File: config.mk
export PLATFORM = sky130hd
export DESIGN_NAME = rpn_iter
export DESIGN_NICKNAME = d
export VERILOG_FILES = /design/src/design/rpn_pkg.sv /design/src/design/rpn_iter.sv
export SDC_FILE = /design/constraint.sdc
export NUM_CORES = 1
export LEC_CHECK = 0
export ABC_AREA = 1
export BUFFER_PORTS_ARGS = -buffer_cell sky130_fd_sc_hd__buf_2
export CAP_MARGIN = 20
export CORE_UTILIZATION = 35
export CTS_CLUSTER_DIAMETER = 120
export CTS_CLUSTER_SIZE = 40
export DETAILED_ROUTE_END_ITERATION = 8
export MAX_ROUTING_LAYER = met4
export SKIP_CTS_REPAIR_TIMING = 1
export SLEW_MARGIN = 10
export SYNTH_ARGS = -nofsm -noshare
export SYNTH_HDL_FRONTEND = slang
export SYNTH_SLANG_ARGS = --single-unit
File: constraint.sdc
create_clock -name clk -period 12.5 [get_ports clk]
set_clock_uncertainty 0.2 [all_clocks]
set_input_delay 3.125 -clock clk [delete_from_list [all_inputs] [get_ports clk]]
set_output_delay 3.125 -clock clk [all_outputs]
set_load 0.005 [all_outputs]
File: src/design/rpn_pkg.sv
// ----------------------------------------------------------------------------
// rpn_pkg
// Op codes, fault codes and Q16.16 constants for the RPN calculator.
// ----------------------------------------------------------------------------
package rpn_pkg;

  localparam logic [3:0] OP_PUSH = 4'd0;
  localparam logic [3:0] OP_ADD  = 4'd1;
  localparam logic [3:0] OP_SUB  = 4'd2;
  localparam logic [3:0] OP_MUL  = 4'd3;
  localparam logic [3:0] OP_DIV  = 4'd4;
  localparam logic [3:0] OP_SQR  = 4'd5;
  localparam logic [3:0] OP_ROOT = 4'd6;
  localparam logic [3:0] OP_DUP  = 4'd7;
  localparam logic [3:0] OP_SWAP = 4'd8;
  localparam logic [3:0] OP_LIST = 4'd9;

  localparam logic [2:0] F_NONE    = 3'd0;
  localparam logic [2:0] F_FULL    = 3'd1;
  localparam logic [2:0] F_EMPTY   = 3'd2;
  localparam logic [2:0] F_DIVZERO = 3'd3;
  localparam logic [2:0] F_NEGROOT = 3'd4;
  localparam logic [2:0] F_SAT     = 3'd5;

  localparam logic signed [31:0] Q_ONE = 32'sh0001_0000;
  localparam logic signed [31:0] Q_MAX = 32'sh7FFF_FFFF;
  localparam logic signed [31:0] Q_MIN = -32'sh7FFF_FFFF - 32'sh1;

  // request to the iterative arithmetic unit
  typedef enum logic [1:0] {
    AU_DIV  = 2'd0,
    AU_ROOT = 2'd1
  } au_op_t;

  typedef struct packed {
    logic                go;
    au_op_t              op;
    logic signed [31:0]  a;
    logic signed [31:0]  b;
  } au_req_t;

  typedef struct packed {
    logic                done;
    logic                sat;
    logic signed [31:0]  res;
  } au_rsp_t;

  function automatic logic signed [31:0] sat64(input logic signed [63:0] v,
                                               output logic sat);
    sat = 1'b0;
    if (v > 64'sh7FFF_FFFF) begin
      sat = 1'b1;
      return Q_MAX;
    end else if (v < -64'sh8000_0000) begin
      sat = 1'b1;
      return Q_MIN;
    end
    return v[31:0];
  endfunction

endpackage

File: src/design/rpn_iter.sv
// ----------------------------------------------------------------------------
// rpn_iter
// Iterative Q16.16 divide (one quotient bit a cycle) and 48-bit integer
// square root (one result bit a cycle).
// ----------------------------------------------------------------------------
module rpn_iter
  import rpn_pkg::*;
(
  input  logic    clk,
  input  logic    rst,
  input  au_req_t req,
  output au_rsp_t rsp
);

  logic        busy;
  au_op_t      op;
  logic [6:0]  cnt;
  logic        neg;
  logic [63:0] num;   // dividend magnitude shifted left / root radicand
  logic [31:0] den;
  logic [63:0] rem;
  logic [63:0] quo;
  logic [48:0] rrem;
  logic [24:0] root;
  logic [48:0] trial;
  logic [63:0] rem_sh;
  logic [63:0] qmag;
  logic        done;
  logic        res_sat;
  logic signed [31:0] res;

  assign rem_sh = {rem[62:0], num[63]};
  assign trial  = {rrem[46:0], num[63:62]} - {22'd0, root, 2'b01};

  always_ff @(posedge clk) begin
    if (rst) begin
      busy <= 1'b0;
      done <= 1'b0;
    end else begin
      done <= 1'b0;
      if (req.go) begin
        busy <= 1'b1;
        op   <= req.op;
        rem  <= '0;
        quo  <= '0;
        rrem <= '0;
        root <= '0;
        if (req.op == AU_DIV) begin
          neg <= req.a[31] ^ req.b[31];
          num <= {16'd0, (req.a[31] ? -req.a : req.a), 16'd0};
          den <= req.b[31] ? -req.b : req.b;
          cnt <= 7'd64;
        end else begin
          num <= {req.a, 32'd0};   // radicand a<<16 placed at the top of 64 bits
          cnt <= 7'd24;
        end
      end else if (busy) begin
        if (op == AU_DIV) begin
          num <= {num[62:0], 1'b0};
          if (rem_sh >= {32'd0, den}) begin
            rem <= rem_sh - {32'd0, den};
            quo <= {quo[62:0], 1'b1};
          end else begin
            rem <= rem_sh;
            quo <= {quo[62:0], 1'b0};
          end
        end else begin
          num <= {num[61:0], 2'b00};
          if (!trial[48]) begin
            rrem <= trial;
            root <= {root[23:0], 1'b1};
          end else begin
            rrem <= {rrem[46:0], num[63:62]};
            root <= {root[23:0], 1'b0};
          end
        end
        cnt <= cnt - 7'd1;
        if (cnt == 7'd1) begin
          busy <= 1'b0;
          done <= 1'b1;
        end
      end
    end
  end

  // final result: root, or quotient with sign and saturation
  assign qmag = quo;
  always_comb begin
    res_sat = 1'b0;
    res     = {7'd0, root};
    if (op == AU_DIV) begin
      if (neg) begin
        if (qmag > 64'h8000_0000) begin
          res_sat = 1'b1;
          res     = Q_MIN;
        end else begin
          res = -qmag[31:0];
        end
      end else if (qmag > 64'h7FFF_FFFF) begin
        res_sat = 1'b1;
        res     = Q_MAX;
      end else begin
        res = qmag[31:0];
      end
    end
  end

  assign rsp = {done, res_sat, res};

endmodule

# Word-level counts from Yosys, hierarchy flattened

Cells that the tools add are included.

Flip-flop bits (word level): 307
Word-level logic and storage cells: 69
Input bits: 69
Output and inout port bits: 34

Bitwise logic cells: 3
Order comparisons: 3
Multiplexer cells: 33
Eq/ne operators: 2
Add/subtract/negate cells: 6
Reductions and logical operators: 10

Operator list:

| cell                                                 | count |
|---|---|
| two-way mux 64 bit                                   | 6 |
| two-way mux 63 bit                                   | 3 |
| two-way mux 32 bit                                   | 5 |
| two-way mux 47 bit                                   | 3 |
| negator 32 bit                                       | 3 |
| greater-or-equal comparator 64 x 32 -> 1 bit         | 1 |
| > comparator 64 x 31 -> 1 bit, second input constant | 1 |
| > comparator 64 x 32 -> 1 bit, second input constant | 1 |
| subtractor 63 x 32 -> 63 bit                         | 1 |
| two-way mux 25 bit                                   | 2 |
| subtractor 49 x 27 -> 49 bit                         | 1 |
| two-way mux 31 bit                                   | 1 |
| two-way mux 7 bit                                    | 3 |
| two-way mux 1 bit                                    | 10 |
| AND reduction 3 bit                                  | 3 |
| equality test 7 x 1 -> 1 bit, second input constant  | 1 |
| subtractor 7 x 1 -> 7 bit, second input constant     | 1 |
| zero test 2 bit                                      | 2 |
| AND reduction 2 bit                                  | 2 |
| nonzero test 2 bit                                   | 2 |
| OR reduction 3 bit                                   | 1 |
| inequality test 2 bit, second input constant         | 1 |
| inverter 1 bit                                       | 2 |
| XOR 1 bit                                            | 1 |

# Depth between registers and ports, before layout

Gate-level depths: netlist of the first run.

Depth after elaboration: 4
Mapped depth: 18

# Least setup slack after synthesis of the first run

Ideal clock, no wire load.

Path kind: input-to-reg
Start point: input req[66] in the netlist's numbering
End point: register quo[0], in the netlist qmag[0], enable pin
Setup slack: -101 ps
Buffers on the path: 1
Setup time: 613 ps
Data arrival time: 11788 ps
Cell stages on the path: 5
Data required time: 11687 ps
Path through: inv_1 -> clkbuf_1 -> a21oi_1 -> inv_1 -> nor2_1

Longest elaborated chain between the ends: 2
Elaborated cells between the ends (all ways): 3

Ends and longest elaborated chain:

| what                                   | line           | source |
|---|---|---|
| start, declared                        | rpn_iter.sv:11 | `input au_req_t req,` |
| nonzero test 2 bit (no source line)    | -              |  |
| AND reduction 3 bit (no source line) * | -              |  |
| end signal, assigned                   | rpn_iter.sv:62 | `quo <= {quo[62:0], 1'b1};` |
| end signal, assigned                   | rpn_iter.sv:65 | `quo <= {quo[62:0], 1'b0};` |
| end, declared                          | rpn_iter.sv:22 | `logic [63:0] quo;` |

Mark *: on every way between the ends. The rest lies on a longest branch, timed or not.
A chain may end at the register's enable or synchronous reset.

==> results of run 1 <==
## power by group
group / switching, mW / leakage (nW) / total, mW / internal (mW)
Clock: 0.360 / 0.216 / 0.574 / 0.214
Sequential: 0.0378 / 2.78 / 1.19 / 1.15
Combinational: 0.356 / 7.54 / 0.528 / 0.172
Total: 0.754 / 10.5 / 2.29 / 1.54
## stage by stage
step	instance area, sq um	setup slack [ns]	hold slack [ns]
6_report	23700	5.79	0.334
5_1_grt	23700	5.47	0.365
4_1_cts	23600	5.78	0.343
3_5_place_dp	23200	5.31	0.332
3_3_place_gp	23200	5.35	0.326
2_1_floorplan	21900	1.99	0.222
## worst max-delay path, cell delays in order, from the launching register on
cell,delay (ns)
edfxtp_1,0.38
inv_1,0.13
ha_1,0.29
nand2_1,0.09
nor3_1,0.23
nand2_1,0.16
nor2_1,0.15
nand2_1,0.06
nand2_1,0.50
buf_16,0.23
nand3b_1,0.08
a21oi_1,0.33
buf_2,0.19
## per-layer routing
layer	GRT usage (%)	up-vias	routed length (microns)
li1	-	10100	-
met1	27.8	9068	29600
met2	31.0	498	27100
met3	1.54	60	3030
met4	3.98	0	1060
met5	-	-	0
## cell usage in the layout, fill, tap and decap left out, types with 4 or more instances in the layout
cell / instances
a21oi_1: 149
a21oi_2: 11
a221oi_1: 10
a22oi_1: 31
a31oi_1: 4
buf_16: 4
buf_2: 101
buf_4: 11
clkbuf_16: 13
edfxtp_1: 289
ha_1: 63
inv_1: 480
inv_2: 10
nand2_1: 796
nand2_2: 15
nand3_1: 174
nand3b_1: 25
nand4_1: 53
nor2_1: 508
nor2_2: 12
nor2_4: 6
nor3_1: 39
nor4_1: 12
o21a_1: 24
o21ai_0: 140
o21bai_1: 7
o31ai_1: 7
or2_2: 5
xnor2_1: 38
xor2_1: 76
## sequential cells by signal, summed over array words and instances, names as in the netlist, 2 cells and up
name,cells
root,25
qmag,64
op,2
rrem,47
rem,63
cnt,7
den,32
num,48
## logic make-up after synthesis
group / after synthesis
buf+inv: 576
compound gates: 392
flops: 291
fa+ha+maj: 64
xor+xnor: 114
simple gates: 1655
## final timing paths
| check | endpoint | cells past startpoint |
|---|---|---|
| min | qmag[58] | 2 |
| max reg2reg | rem[46] | 14 |
| max | rsp[6] | 12 |
| min reg2reg | qmag[58] | 2 |
## Yosys cell counts (2+ instances only)
library cell | number | area, sq um
a21oi_1 | 150 | 751
a21oi_2 | 11 | 96.3
a221oi_1 | 10 | 87.6
a22oi_1 | 31 | 233
a31oi_1 | 4 | 25.0
and2_1 | 2 | 12.5
buf_1 | 6 | 22.5
buf_2 | 18 | 90.1
buf_4 | 7 | 52.6
buf_6 | 5 | 56.3
clkbuf_1 | 46 | 173
clkinv_1 | 3 | 11.3
dfxtp_1 | 2 | 40.0
edfxtp_1 | 289 | 8680
ha_1 | 63 | 788
inv_1 | 481 | 1810
inv_2 | 9 | 33.8
nand2_1 | 796 | 2990
nand2_2 | 15 | 93.8
nand2_4 | 2 | 22.5
nand3_1 | 174 | 871
nand3_2 | 2 | 20.0
nand3b_1 | 25 | 188
nand4_1 | 53 | 332
nor2_1 | 514 | 1930
nor2_2 | 11 | 68.8
nor3_1 | 39 | 195
nor4_1 | 12 | 75.1
o21a_1 | 24 | 180
o21ai_0 | 140 | 701
o21ai_1 | 3 | 15.0
o21bai_1 | 7 | 52.6
o22ai_1 | 2 | 12.5
o31ai_1 | 7 | 52.6
or2_2 | 5 | 31.3
xnor2_1 | 38 | 333
xor2_1 | 76 | 666
## final cells by class
type                       instances  area, sq um  share of cell area [%]
multi-input combinational       2225        11000                    46.2
clock inverter                     8          123                   0.517
tap                              837         1050                    4.41
timing repair buffer             116          698                    2.94
inverter                         493         1850                    7.80
sequential                       291         8720                    36.7
clock buffer                      13          325                    1.37
==> flow_metrics.py, run 1 <==
metrics = {
    "final_layout": {
        "fillCellCount": 6635,
        "drive_gt1_share_pct": 6.45,
        "stdcell_count": 3983,
        "area_delta_synth_final_pct": 8.36,
        "nets": 3273,
        "fin_util_pct": 38.5,
        "diodes": 0,
    },
    "synth": {
        "yosysWarnings": 0,
        "ys.flop_type": "edfxtp_1",
        "syn_inst": 3092,
        "syn_avg_cell_area_sq_um": 7.08,
        "ys_seq_area_share_pct": 39.8,
        "yosys.area_share.simple_pct": 31.4,
        "synthMuxAreaShare_pct": 0,
        "synth_nets": 3225,
        "synth_area_sq_mm": 0.0219,
        "synth-seq-cells": 291,
        "synth-compound-area-share_pct": 10.2,
        "synth_fa_ha_area_share_pct": 3.69,
        "async_flop_share_pct": 0,
        "synth_top_family_by_area": "simple AND/OR/NAND/NOR gates",
        "synthXorXnorAreaFrac_pct": 4.56,
        "synth_cell_type_count": 47,
        "synth-edff-count": 289,
    },
    "grt": {
        "grt_usage_pct": 19.7,
        "grt_max_degree": 89,
        "grt_pass1_wl_microns": 98800,
        "overflow": 0,
        "antenna_found_initial": 0,
        "grt_pass1_vias": 18600,
    },
    "route": {
        "wirelength_microns": 60800,
        "dr.pass1.iters": 5,
        "antenna_left": 0,
        "vias": 19700,
        "drtIter0Drc": 1585,
        "via_per_inst": 4.94,
        "drc_errors": 0,
        "wl_per_cell_microns": 15.3,
    },
    "cts": {
        "cts_tree": "built",
        "clock_latency_ns": 0.56,
        "cts.clk_slew.worst_paths_ns": 0.14,
        "cts_made_buffers": 13,
        "cts_sinks": 291,
        "cts_max_level": 1,
        "ctsRootBufferMaster": "clkbuf_16",
        "ctsLongestPathBuffers": 3,
    },
    "worst_hold_path": {
        "hp-start": "qmag[57]",
        "min_path_type": "reg2reg",
    },
    "power_and_ir_drop": {
        "p_per_area_mw_per_mm2": 96.6,
        "p_total_mw": 2.29,
        "vdd_drop_max_v": 0.0000793,
        "power.leakage_nw": 10.5,
    },
    "setup_path": {
        "crit_type": "reg2out",
        "r2r_slack_ns": 8.50,
        "crit_path_end_kind": "output port",
        "timing.rr.start": "num[63]",
        "crit_required_ns": 9.17,
        "worstPathArrival_ns": 3.39,
        "cp_max_fo": 18,
        "startpoint": "qmag[1]",
        "critPathLaunchType": "flip-flop",
    },
    "timing": {
        "finalSetupViolCount": 0,
        "max_slew_margin_pct": 33.0,
        "rsz0062_at_grt": "no",
        "hold_viol": 0,
        "finalCriticalPeriod_ns": 6.71,
        "finalSetupTns_ns": 0,
        "maxSlewViolCount": 0,
        "min_period_over_period_pct": 53.7,
        "fmax_mhz": 149,
        "tightest_slew_ns": 1.00,
    },
    "die": {
        "start_util_pct": 35.5,
        "io_pins": 103,
        "die_x_microns": 252,
        "std_cell_rows": 91,
        "die_h_microns": 252,
        "core_area_sq_mm": 0.0617,
        "dieArea_sq_mm": 0.0636,
    },
    "place": {
        "hpwl_microns": 46300,
        "dp_cells": 3959,
        "portBuffers": 102,
        "place_congestion": 0.957,
    },
    "run": {
        "cap_violations": 0,
    },
    "outcome": {
        "status": "finished, final reports clean",
    },
}
Power figures use the tool's default switching activity.
==> run 2: changes to the inputs <==
==> constraint.sdc (replaced) <==
create_clock -name clk -period 6.7 [get_ports clk]
set_clock_uncertainty 0.2 [all_clocks]
set_input_delay 1.675 -clock clk [delete_from_list [all_inputs] [get_ports clk]]
set_output_delay 1.675 -clock clk [all_outputs]
set_load 0.005 [all_outputs]
==> run 2 against run 1 <==
Design area grew 0.30%. Sequential cell count is the same. Die area is the same.
==> flow_metrics.py, run 2 (same netlist as run 1, synthesis figures left out) <==
metrics = {
    "grt": {
        "grt_max_degree": 103,
        "grtUsageMet2_pct": 30.5,
        "met1_usage_pct": 28.1,
        "grt_pass1_wl_microns": 99300,
        "grt_usage_pct": 19.9,
        "antenna_found_initial": 3,
        "overflow": 0,
        "busiest_layer": "met2",
        "grtUsageMet3_pct": 2.34,
        "grt_pass1_vias": 18600,
    },
    "timing": {
        "max_slew_margin_pct": 33.0,
        "fmax_mhz": 203,
        "finalSetupTns_ns": 0,
        "tightest_slew_ns": 1.00,
        "rsz0062_at_grt": "no",
        "hold_viol": 0,
        "maxSlewViolCount": 0,
        "finalCriticalPeriod_ns": 4.93,
        "min_period_over_period_pct": 73.6,
        "finalSetupViolCount": 0,
    },
    "setup_path": {
        "cp.depth": 12,
        "slowest_stage": "edfxtp_1",
        "crit_path_end_kind": "output port",
        "crit_type": "reg2out",
        "crit_required_ns": 4.83,
        "path_cells": "inv_1 > ha_1 > nand2_1 > nor3_1 > nand2_1 > nor2_1 > nand2_1 > nand2_1 > buf_16 > nand3b_1 > a21oi_1 > buf_2",
        "timing.rr.start": "root[21]",
        "crit_end": "rsp[6]",
        "worstPathArrival_ns": 3.05,
        "worst_path_largest_cell_delay_ns": 0.42,
        "startpoint": "qmag[0]",
        "worst-path-buf-inv": 3,
        "cp_max_fo": 25,
        "critPathMostFrequentCell": "nand2_1",
        "critPathLaunchType": "flip-flop",
        "crit_family": "simple AND/OR/NAND/NOR gates",
        "ff2ff_path_depth": 16,
        "r2r_end": "rrem[12]",
        "r2r_slack_ns": 2.75,
    },
    "cts": {
        "cts_sinks": 291,
        "cts_made_buffers": 14,
        "ctsRootBufferMaster": "clkbuf_16",
        "clock_latency_ns": 0.55,
        "cts_max_level": 1,
        "cts_tree": "built",
        "ctsLongestPathBuffers": 3,
        "cts.clk_slew.worst_paths_ns": 0.15,
    },
    "final_layout": {
        "fin_util_pct": 38.6,
        "nets": 3274,
        "drive_gt1_share_pct": 6.51,
        "largest_register_ffs": 64,
        "area_delta_synth_final_pct": 8.68,
        "stdcell_count": 3988,
        "postLayoutCellArea_sq_mm": 0.0238,
        "most-common-layout-cells": "nand2_1, nor2_1, inv_1",
        "final_common_cell": "nand2_1",
        "fillCellCount": 6716,
    },
    "die": {
        "dieArea_sq_mm": 0.0636,
        "die_h_microns": 252,
        "std_cell_rows": 91,
        "core_area_sq_mm": 0.0617,
        "die_x_microns": 252,
        "start_util_pct": 35.5,
        "io_pins": 103,
    },
    "place": {
        "hpwl_microns": 46400,
        "placed_area_sq_mm": 0.0232,
        "portBuffers": 102,
        "dp_cells": 3959,
        "place_congestion": 0.989,
    },
    "route": {
        "wl_per_cell_microns": 15.4,
        "drc_errors": 0,
        "via_per_inst": 4.90,
        "drtIter0Drc": 1602,
        "vias": 19500,
        "dr.pass1.iters": 6,
        "wirelength_microns": 61300,
        "antenna_left": 0,
    },
    "power_and_ir_drop": {
        "p_total_mw": 4.38,
        "vdd_drop_max_v": 0.000147,
        "clkPwrFrac_pct": 26.9,
        "p_int_mw": 2.93,
        "sw_frac_of_total_pct": 33.1,
        "switchingPower_mw": 1.45,
        "p_seq_share_pct": 50.7,
        "power.leakage_nw": 10.6,
        "p_comb_share_pct": 22.4,
        "p_per_area_mw_per_mm2": 184,
    },
    "worst_hold_path": {
        "min_path_type": "reg2reg",
    },
    "outcome": {
        "status": "finished, final reports clean",
    },
    "run": {
        "cap_violations": 0,
    },
}
run 2: cell types whose count changed in the layout (fill, tap and decap cells not counted), sizes merged:
cell and delta:
clkbuf +2, diode +3
run 2: metal layers:
layer / wire [microns] / part of all wire (%)
met1: 30300 / 49
met2: 26900 / 44
met4: 1200 / 2.0
met5: 0 / 0
met3: 2880 / 4.7
run 2: final cells by class:
cell class                 instances  area, sq um  area share, %
timing repair buffer             116          663           2.79
clock buffer                      15          375           1.58
sequential                       291         8720           36.6
multi-input combinational       2225        11000           46.1
inverter                         493         1850           7.77
tap                              837         1050           4.40
antenna                            3         7.51         0.0315
clock inverter                     8          170          0.715
run 2: power groups by stage:
stage	clock network, mW	registers [mW]	logic [mW]
floorplan	0	2.24	0.704
global placement	0	2.26	0.975
detailed placement	0	2.26	0.977
CTS	1.22	2.22	0.981
global route	1.26	2.23	1.12
finish	1.18	2.22	0.981
run 2: worst min-delay path by stage:
stage	slack, ns	end	from	depth (start not counted)
final	0.33	qmag[58]	qmag[57]	2
after global routing	0.35	qmag[62]	qmag[61]	2
after CTS	0.32	qmag[36]	qmag[35]	2
after detailed placement	0.33	done	busy	2
after global placement	0.32	qmag[39]	qmag[38]	2
after floorplan	0.24	done	busy	2
run 2: worst reg2reg max path, cell delays in order (launching register included):
cell and delay [ns]:
edfxtp_1 0.44, inv_1 0.20, ha_1 0.32, nand2_1 0.16, inv_1 0.08, nand2_1 0.07, nand2_1 0.07, inv_1 0.06
nand2_1 0.07, nand2_1 0.08, nand2_1 0.08, nor2_2 0.12, nand3_2 0.42, nand2_4 0.68, inv_2 0.41, nor2_1 0.19
nor2_1 0.08
run 2: per-stage QoR:
step	hold WS (ns)	setup WS, ns
5_1_grt	0.347	1.58
3_3_place_gp	0.319	1.73
3_5_place_dp	0.327	1.69
2_1_floorplan	0.243	0.159
4_1_cts	0.323	1.38
6_report	0.325	1.77
